**config.mk**
```make
export PLATFORM = sky130hd
export DESIGN_NAME = stored_record_validator_top
export DESIGN_NICKNAME = d
export VERILOG_FILES = /design/src/rtl/srv_pkg.sv /design/src/rtl/srv_crc_byte.sv /design/src/rtl/srv_core.sv /design/src/rtl/stored_record_validator_top.sv
export SDC_FILE = /design/constraint.sdc
export NUM_CORES = 1
export LEC_CHECK = 0
export BUFFER_PORTS_ARGS = -buffer_cell sky130_fd_sc_hd__buf_2
export CAP_MARGIN = 10
export CORE_UTILIZATION = 45
export CTS_CLUSTER_SIZE = 10
export DETAILED_ROUTE_END_ITERATION = 6
export GPL_TIMING_DRIVEN = 0
export PLACE_DENSITY = 0.67
export SYNTH_ARGS = -nofsm -noshare
export SYNTH_HDL_FRONTEND = slang
export SYNTH_HIERARCHICAL = 1
export SYNTH_SLANG_ARGS = --single-unit
```
**constraint.sdc**
```tcl
create_clock -name clk -period 10.3 [get_ports clk]
set_input_delay 2.06 -clock clk [delete_from_list [all_inputs] [get_ports clk]]
set_output_delay 2.06 -clock clk [all_outputs]
set_load 0.02 [all_outputs]
```
**src/rtl/srv_pkg.sv**
```systemverilog
// Shared types and constants for the stored record validator.
`default_nettype none

package srv_pkg;

    // Record layout and CRC-32 constants.
    localparam int          HDR_BYTES = 16;
    localparam logic [31:0] REC_MAGIC = 32'h5453_5250;
    localparam logic [31:0] CRC_POLY  = 32'hEDB8_8320;
    localparam logic [31:0] CRC_INIT  = 32'hFFFF_FFFF;

    localparam int CFG_INDEX_W = 2;
    localparam int CFG_DATA_W  = 16;
    localparam int SIZE_W      = 12;

    typedef enum logic [CFG_INDEX_W-1:0] {
        CFG_EXPECTED_VERSION = 2'd0,
        CFG_REGION_MAX       = 2'd1,
        CFG_CALLER_CAPACITY  = 2'd2
    } cfg_index_t;

    typedef enum logic [2:0] {
        ST_LOADED        = 3'd0,
        ST_BAD_MAGIC     = 3'd1,
        ST_VERSION       = 3'd2,
        ST_BAD_SIZE      = 3'd3,
        ST_TOO_SMALL     = 3'd4,
        ST_CRC_MISMATCH  = 3'd5
    } status_t;

    typedef enum logic [1:0] {
        PH_IDLE    = 2'd0,
        PH_HEADER  = 2'd1,
        PH_PAYLOAD = 2'd2
    } phase_t;

    typedef struct packed {
        logic [15:0]       expected_version;
        logic [SIZE_W-1:0] region_max_payload;
        logic [SIZE_W-1:0] caller_capacity;
    } cfg_t;

    typedef struct packed {
        logic              valid;
        status_t           status;
        logic [SIZE_W-1:0] size;
    } result_t;

endpackage

`default_nettype wire

```
**src/rtl/srv_crc_byte.sv**
```systemverilog
// One byte of reflected CRC-32, eight bit steps unrolled.
`default_nettype none

module srv_crc_byte
    import srv_pkg::*;
(
    input  wire logic [31:0] crc_in,
    input  wire logic [7:0]  data,
    output logic      [31:0] crc_out
);

    always_comb
    begin
        logic [31:0] c;
        c = crc_in ^ {24'd0, data};
        for (int k = 0; k < 8; k++)
        begin
            c = (c >> 1) ^ (CRC_POLY & {32{c[0]}});
        end
        crc_out = c;
    end

endmodule

`default_nettype wire

```
**src/rtl/srv_core.sv**
```systemverilog
// Record parser: header capture, early checks and payload CRC tracking.
`default_nettype none

module srv_core
    import srv_pkg::*;
#(
    parameter int REGION_BYTES = 4096
)
(
    input  wire logic       clk,
    input  wire logic       rst_n,
    input  wire logic       step,
    input  wire logic [7:0] data_byte,
    input  wire logic       record_start,
    input  wire cfg_t       cfg,
    output result_t         res
);

    // Largest size the region itself allows, after the header.
    localparam logic [15:0] SIZE_LIMIT = 16'(REGION_BYTES - HDR_BYTES);

    phase_t             phase_reg, phase_next;
    logic [SIZE_W-1:0]  count_reg, count_next;
    logic [23:0]        magic_reg, magic_next;
    logic [7:0]         ver_lo_reg, ver_lo_next;
    logic [23:0]        size_bytes_reg, size_bytes_next;
    logic [31:0]        hdr_crc_reg, hdr_crc_next;
    logic [31:0]        crc_reg, crc_next;
    logic [SIZE_W-1:0]  pay_size_reg, pay_size_next;
    logic [31:0]        crc_step;

    srv_crc_byte u_crc (
        .crc_in  (crc_reg),
        .data    (data_byte),
        .crc_out (crc_step)
    );

    always_comb
    begin
        phase_t      eff_phase;
        logic [3:0]  idx;
        logic [15:0] size16;
        logic        size_hi;

        phase_next      = phase_reg;
        count_next      = count_reg;
        magic_next      = magic_reg;
        ver_lo_next     = ver_lo_reg;
        size_bytes_next = size_bytes_reg;
        hdr_crc_next    = hdr_crc_reg;
        crc_next        = crc_reg;
        pay_size_next   = pay_size_reg;
        res.valid       = 1'b0;
        res.status      = ST_LOADED;
        res.size        = '0;

        // A record start restarts the header at the current byte.
        eff_phase = record_start ? PH_HEADER : phase_reg;
        idx       = record_start ? 4'd0 : count_reg[3:0];
        size16    = size_bytes_reg[15:0];
        size_hi   = (data_byte != 8'd0) || (size_bytes_reg[23:16] != 8'd0);

        if (step)
        begin
            case (eff_phase)
                PH_HEADER:
                begin
                    phase_next = PH_HEADER;
                    count_next = {{(SIZE_W-4){1'b0}}, idx + 4'd1};
                    case (idx)
                        4'd0: magic_next[7:0]   = data_byte;
                        4'd1: magic_next[15:8]  = data_byte;
                        4'd2: magic_next[23:16] = data_byte;
                        4'd3:
                        begin
                            if ({data_byte, magic_reg} != REC_MAGIC)
                            begin
                                res.valid  = 1'b1;
                                res.status = ST_BAD_MAGIC;
                                phase_next = PH_IDLE;
                            end
                        end
                        4'd4: ver_lo_next = data_byte;
                        4'd5:
                        begin
                            if ({data_byte, ver_lo_reg} != cfg.expected_version)
                            begin
                                res.valid  = 1'b1;
                                res.status = ST_VERSION;
                                phase_next = PH_IDLE;
                            end
                        end
                        4'd8:  size_bytes_next[7:0]   = data_byte;
                        4'd9:  size_bytes_next[15:8]  = data_byte;
                        4'd10: size_bytes_next[23:16] = data_byte;
                        4'd11:
                        begin
                            // The upper two size bytes must be zero for any legal size.
                            if (size_hi || size16 == 16'd0
                                || size16 > {4'd0, cfg.region_max_payload}
                                || size16 > SIZE_LIMIT)
                            begin
                                res.valid  = 1'b1;
                                res.status = ST_BAD_SIZE;
                                phase_next = PH_IDLE;
                            end
                            else if (size16 > {4'd0, cfg.caller_capacity})
                            begin
                                res.valid  = 1'b1;
                                res.status = ST_TOO_SMALL;
                                phase_next = PH_IDLE;
                            end
                            pay_size_next = size16[SIZE_W-1:0];
                        end
                        4'd12: hdr_crc_next[7:0]   = data_byte;
                        4'd13: hdr_crc_next[15:8]  = data_byte;
                        4'd14: hdr_crc_next[23:16] = data_byte;
                        4'd15:
                        begin
                            hdr_crc_next[31:24] = data_byte;
                            phase_next          = PH_PAYLOAD;
                            count_next          = '0;
                            crc_next            = CRC_INIT;
                        end
                        default:
                        begin
                            // Reserved header bytes carry nothing we check.
                        end
                    endcase
                end
                PH_PAYLOAD:
                begin
                    crc_next   = crc_step;
                    count_next = count_reg + {{(SIZE_W-1){1'b0}}, 1'b1};
                    if (count_next >= pay_size_reg)
                    begin
                        res.valid  = 1'b1;
                        phase_next = PH_IDLE;
                        if (~crc_step != hdr_crc_reg)
                        begin
                            res.status = ST_CRC_MISMATCH;
                        end
                        else
                        begin
                            res.status = ST_LOADED;
                            res.size   = pay_size_reg;
                        end
                    end
                end
                default:
                begin
                    phase_next = PH_IDLE;
                end
            endcase
        end
    end

    always_ff @(posedge clk or negedge rst_n)
    begin
        if (!rst_n)
        begin
            phase_reg <= PH_IDLE;
            count_reg <= '0;
        end
        else
        begin
            phase_reg <= phase_next;
            count_reg <= count_next;
        end
    end

    always_ff @(posedge clk)
    begin
        magic_reg      <= magic_next;
        ver_lo_reg     <= ver_lo_next;
        size_bytes_reg <= size_bytes_next;
        hdr_crc_reg    <= hdr_crc_next;
        crc_reg        <= crc_next;
        pay_size_reg   <= pay_size_next;
    end

endmodule

`default_nettype wire

```
**src/rtl/stored_record_validator_top.sv**
```systemverilog
// Top level of the stored record validator: ports, configuration and word registers.
`default_nettype none

// The validator takes a stored record image one byte word per cycle, with
// record_start marking the first byte of a 16-byte little-endian header
// (magic, version, reserved, payload size, CRC-32). It reports one result
// word per record as soon as the outcome is known: a bad magic on header
// byte 3, a version mismatch on byte 5, a bad size or too small a buffer on
// byte 11, and otherwise a CRC check result after the last payload byte.
// Bytes outside a record are dropped, and a new record_start abandons the
// record in progress without a result. Each byte word goes through an input
// register, header decode and CRC update (a byte-wide CRC-32 step with all
// eight bit steps unrolled), and into a result register, so the block
// sustains one byte word per clock; the result word is registered in the
// result register after the deciding byte word has passed the input
// register. It only stalls input while a result word sits in the output
// register and the downstream side stalls it.
// Configuration writes take effect on the next clock and are expected only
// while no record is in flight.

module stored_record_validator_top
    import srv_pkg::*;
#(
    parameter int REGION_BYTES = 4096
)
(
    input  wire logic                   clk,
    input  wire logic                   rst_n,

    input  wire logic                   cfg_write,
    input  wire logic [CFG_INDEX_W-1:0] cfg_index,
    input  wire logic [CFG_DATA_W-1:0]  cfg_data,

    input  wire logic                   byte_valid,
    output logic                        byte_stall,
    input  wire logic [7:0]             data_byte,
    input  wire logic                   record_start,

    output logic                        result_valid,
    input  wire logic                   result_stall,
    output logic [2:0]                  status,
    output logic [SIZE_W-1:0]           payload_size
);

    cfg_t              cfg_reg;
    logic              in_valid_reg;
    logic [7:0]        in_byte_reg;
    logic              in_start_reg;
    logic              out_valid_reg, out_valid_next;
    status_t           out_status_reg;
    logic [SIZE_W-1:0] out_size_reg;
    logic              advance;
    result_t           res;

    // The staged word moves on whenever the result register is free or
    // is being emptied this cycle; every word makes at most one result.
    assign advance    = in_valid_reg && (!out_valid_reg || !result_stall);
    assign byte_stall = in_valid_reg && !advance;

    // Configuration registers.
    always_ff @(posedge clk or negedge rst_n)
    begin
        if (!rst_n)
        begin
            cfg_reg.expected_version   <= 16'd0;
            cfg_reg.region_max_payload <= 12'd2032;
            cfg_reg.caller_capacity    <= 12'd4080;
        end
        else if (cfg_write)
        begin
            case (cfg_index)
                CFG_EXPECTED_VERSION: cfg_reg.expected_version   <= cfg_data;
                CFG_REGION_MAX:       cfg_reg.region_max_payload <= cfg_data[SIZE_W-1:0];
                CFG_CALLER_CAPACITY:  cfg_reg.caller_capacity    <= cfg_data[SIZE_W-1:0];
                default:
                begin
                    // Unused index: the write is dropped.
                end
            endcase
        end
    end

    // Input word register.
    always_ff @(posedge clk or negedge rst_n)
    begin
        if (!rst_n)
        begin
            in_valid_reg <= 1'b0;
        end
        else if (!byte_stall)
        begin
            in_valid_reg <= byte_valid;
        end
    end

    always_ff @(posedge clk)
    begin
        if (byte_valid && !byte_stall)
        begin
            in_byte_reg  <= data_byte;
            in_start_reg <= record_start;
        end
    end

    srv_core #(
        .REGION_BYTES (REGION_BYTES)
    ) u_core (
        .clk          (clk),
        .rst_n        (rst_n),
        .step         (advance),
        .data_byte    (in_byte_reg),
        .record_start (in_start_reg),
        .cfg          (cfg_reg),
        .res          (res)
    );

    // Result word register.
    always_comb
    begin
        out_valid_next = out_valid_reg && result_stall;
        if (advance && res.valid)
        begin
            out_valid_next = 1'b1;
        end
    end

    always_ff @(posedge clk or negedge rst_n)
    begin
        if (!rst_n)
        begin
            out_valid_reg <= 1'b0;
        end
        else
        begin
            out_valid_reg <= out_valid_next;
        end
    end

    always_ff @(posedge clk)
    begin
        if (advance && res.valid)
        begin
            out_status_reg <= res.status;
            out_size_reg   <= res.size;
        end
    end

    assign result_valid = out_valid_reg;
    assign status       = out_status_reg;
    assign payload_size = out_size_reg;

endmodule

`default_nettype wire

```
# Word level (Yosys, flattened, before mapping)
# Cells that the tools add are included.
classes:
  reduce_logical: 39
  bitwise: 13
  addsub: 2
  order_cmp: 4
  eq_ne: 22
  n_mux: 25
ops:
  columns: ["op", "n"]
  rows:
  - ["$xor 31x32->32", 8]
  - ["$pmux 32 s2", 1]
  - ["$reduce_and 3->1", 13]
  - ["$eq 4x4->1 const B", 8]
  - ["$gt 16x12->1", 2]
  - ["$mux 16", 2]
  - ["$mux 32", 1]
  - ["$ne 32x31->1 const B", 1]
  - ["$ne 32x32->1", 1]
  - ["$not 32->32", 1]
  - ["$xor 32x8->32", 1]
  - ["$mux 12", 2]
  - ["$mux 4", 6]
  - ["$pmux 12 s2", 1]
  - ["$gt 16x12->1 const B", 1]
  - ["$logic_not 16->1", 1]
  - ["$ne 16x16->1", 1]
  - ["$reduce_bool 8->1", 2]
  - ["$add 12x1->12 const B", 1]
  - ["$ge 12x12->1", 1]
  - ["$pmux 4 s3", 1]
  - ["$reduce_and 2->1", 5]
  - ["$eq 4x2->1 const B", 2]
  - ["$eq 4x3->1 const B", 2]
  - ["20 further kinds", 40]
totals:
  inputBits: 32
  word_cells: 129
  out_inout_bits: 17
  reg_bits: 212

# Logic depth before layout (Yosys ltp)
depth:
  depth_word: 17
  ltp_mapped: 15
  ltp_nobuf: 15

# Cells and area by module
# Netlist, hierarchy kept.
modules_own_cells:
  columns: ["mod", "n_inst", "seq_area_each_um2", "area_each_um2", "cells_per_inst"]
  rows:
  - ["srv_core", 1, 4314.1, 7145.6, 564]
  - ["stored_record_validator_top", 1, 1790.5, 2348.5, 121]
  - ["srv_crc_byte", 1, 0.0, 812.0, 71]

# Least setup slack after synthesis
# No wires, ideal clock.
synth_timing:
  path_kind: "input-to-reg"
  startpoint: "input result_stall"
  endpoint: "register u_core.crc_reg[0], enable pin"
  required_ns: 9.834
  path_slack_ns: 5.142
  path_stages: 4
  setup_ns: 0.466
  arrival_ns: 4.692
  path_buffers: 0
  cell_sequence: "nand2_1 -> and2_1 -> nand2_1 -> o21ai_0"
synth_between:
  elab_chain_len: 4
synth_lines:
  columns: ["element", "line_no", "source"]
  rows:
  - ["start, declared", "stored_record_validator_top.sv:40", "input wire logic result_stall,"]
  - ["$logic_not 1->1", "stored_record_validator_top.sv:57", "assign advance = in_valid_reg && (!out_valid_reg || !result_stall);"]
  - ["$logic_or 1x1->1", "stored_record_validator_top.sv:57", null]
  - ["$logic_and 1x1->1", "stored_record_validator_top.sv:57", null]
  - ["via advance", "stored_record_validator_top.sv:52", "logic advance;"]
  - ["$reduce_and 3->1 (no line)", null, null]
  - ["end signal, assigned", "srv_core.sv:178", "crc_reg <= crc_next;"]
  - ["end, declared", "srv_core.sv:28", "logic [31:0] crc_reg, crc_next;"]
# The timed path passes the listed nets, and every way through them passes these cells.
# A chain may end at the register's enable or synchronous reset.

# Worst setup path in the final report
layout_timing:
  startpoint: "input result_stall"
  endpoint: "output byte_stall"
layout_between:
  elab_chain_len: 5
layout_lines:
  columns: ["element", "line_no", "source"]
  rows:
  - ["$logic_not 1->1", "stored_record_validator_top.sv:57", null]
  - ["$logic_or 1x1->1", "stored_record_validator_top.sv:57", null]
  - ["$logic_and 1x1->1", "stored_record_validator_top.sv:57", null]
  - ["$logic_not 1->1", "stored_record_validator_top.sv:58", "assign byte_stall = in_valid_reg && !advance;"]
  - ["$logic_and 1x1->1", "stored_record_validator_top.sv:58", null]
  - ["end, declared", "stored_record_validator_top.sv:35", "output logic byte_stall,"]
# No other way between the ends.

==> out/results.tsv <==
metric	value	unit
status	finished clean	
rrSetupSlack	5.91	ns
cts_tree	built	
switching_share	0.2542	
viasPerCell	5.295	
ctsRootBufferMaster	clkbuf_16	
synth-async-reset-ratio	0.2642	
die_y	153.3	um
vias	6036	
synth_cell_type_count	57	
seq_power_share	0.473	
post-cts-setup-buffers	0	
synth-main-ff-cell	edfxtp_1	
worstSetupStartpointType	primary input	
grt_util_met1	0.2593	
cts_hold_buf	0	
hold_viol	0	
grt_pass1_vias	6130	
timing.final.max_slew_violations	0	
antenna_found_initial	0	
p_leak	4.275	nW
cts.htree.levels	1	
pwr-share-clk	0.380	
fin_crit	4.578	ns
clk_pin_slew	0.05	ns
syn_to_final_growth	13.90	%
final_common_cell	edfxtp_1	
powerDensity	183.4	mW/mm2
numCtsBuffers	26	
antenna_cells	0	
maxSlewHeadroom	0.4002	
grt_pass1_wl	34180	um
io_buffer_count	48	
drtIter0Drc	329	
wl_per_cell	18.80	um
ios	49	
cp-end-kind	primary output	
postSynthCellCount	756	
fin_nets	910	
cts_resized	0	
setup_viol	0	
cp.arrival	2.52	ns
final_cell_mix	edfxtp_1, xor2_1, xnor2_1, inv_1, buf_2	
finClkSkew	0.02033	ns
drc	0	
yosys_warnings	6	
dp_hpwl	15310	um
gr-usage-met2	0.3168	
comb_power_share	0.148	
whs	0.4915	ns
ir_drop	0.0001269	V
rsz0062_at_grt	false	
syn_area	0.01031	mm2
tns	0	ns
dpl.cell_count	1092	
grt-busiest-layer	met2	
postPlaceCellArea	0.01096	mm2
first_pass_iters	5	
synth_edf_count	156	
place.gp.congestion	0.8034	
clockBufferDepth	3	
die_w	153.3	um
rows	55	
start_util	0.4566	
cts.sinks	212	
insertion_delay	0.53	ns
drive_gt1_frac	0.1942	
finalNonFillerCells	1140	
synth_seq_area_share	0.5923	
fmax	218.4	MHz
syn_avg_cell_area	13.63	um2
overflow	0	
use_met3	0.02523	
synth_nets	831	
power.internal	1.606	mW
cp.required	8.24	ns
synth_seq_cells	212	
dieArea	0.02351	mm2
hold_path_class	flop to flop	
finalInstanceArea	0.01174	mm2
critPathKind	primary input to primary output	
netSwitchingPower	547.3	uW
crit_fanout	3	
core-area	0.02257	mm2
fin_crit_sh	0.4444	
largest_reg_flops	40	
worstMarginPinSlew	0.8964	ns
grt_max_degree	39	
wl	21430	um
ant_nets	0	
grt_use_total	0.1888	
maxCapViolations	0	
==> Yosys cell counts (4+ instances only) <==
cell | n | area (um2)
a21oi_1 | 25 | 125.1
and2_1 | 8 | 50.05
and3_1 | 10 | 62.56
clkbuf_1 | 11 | 41.29
dfrtp_1 | 41 | 1026
dfstp_2 | 15 | 394.1
edfxtp_1 | 156 | 4684
ha_1 | 43 | 538.0
inv_1 | 50 | 187.7
mux2_2 | 41 | 461.7
mux2i_1 | 7 | 70.07
nand2_1 | 25 | 93.84
nand2b_1 | 40 | 250.2
nand3_1 | 11 | 55.05
nand4_1 | 22 | 137.6
nor2_1 | 20 | 75.07
nor3_1 | 8 | 40.04
nor4_1 | 22 | 137.6
nor4b_1 | 4 | 35.03
o21ai_0 | 16 | 80.08
or3_1 | 4 | 25.02
xnor2_1 | 56 | 490.5
xnor2_4 | 5 | 137.6
xor2_1 | 58 | 508.0
xor2_2 | 6 | 97.59
==> cell families (layout without fill, tap and decap cells) <==
group,count (synthesis),count (layout),share of synthesized area
multiplexers,48,48,0.05160
buffers and inverters,66,165,0.02586
XOR/XNOR,129,129,0.1281
flip-flops,212,212,0.5923
AND/OR/NAND/NOR,191,191,0.1093
adder cells (fa/ha/maj),43,43,0.05220
AO/OA/AOI/OAI,67,67,0.04067
==> routing by layer <==
metal,up-vias,part of all wire
met5,-,0
li1,2893,-
met3,30,0.044
met2,163,0.48
met1,2950,0.46
met4,0,0.019
==> layout make-up <==
type                       instances  area, um2
multi-input combinational        478       3946
timing repair buffer              51      287.8
sequential                       212       6105
fill                            1937      10830
buffer                            16      78.83
clock inverter                     4      48.80
clock buffer                      44      728.2
inverter                          50      187.7
tap                              285      356.6
==> path summary, 6_finish.rpt <==
check | start | endpoint | cells past startpoint
max | result_stall | byte_stall | 4
max in group asynchronous | rst_n | cfg_reg[22] | 2
min reg2reg | u_core/phase_reg[1] | u_core/phase_reg[1] | 1
min in group asynchronous | rst_n | u_core/count_reg[1] | 1
min | u_core/phase_reg[1] | u_core/phase_reg[1] | 1
max reg2reg | u_core/count_reg[0] | payload_size[7] | 16
==> critical path, cell delays in order <==
cell	delay, ns
buf_2	0.12
nand3_1	0.11
inv_1	0.07
buf_2	0.15
==> stage by stage <==
| step | power [mW] | utilization | setup slack [ns] |
|---|---|---|---|
| final | 2.153 | 0.5201 | 5.722 |
| after global routing | 2.246 | 0.5201 | 5.608 |
| after CTS | 2.173 | 0.5201 | 5.709 |
| after detailed placement | 1.351 | 0.4856 | 5.708 |
| after global placement | 1.343 | 0.4830 | 3.525 |
| after floorplan | 1.260 | - | 5.142 |
==> power by group through the flow <==
stage	logic, mW	clock network (mW)	registers, mW
global placement	0.311	0	1.03
CTS	0.319	0.835	1.02
finish	0.318	0.817	1.02
global route	0.354	0.868	1.02
floorplan	0.243	0	1.02
detailed placement	0.316	0	1.03
(Power assumes the default switching activity.)
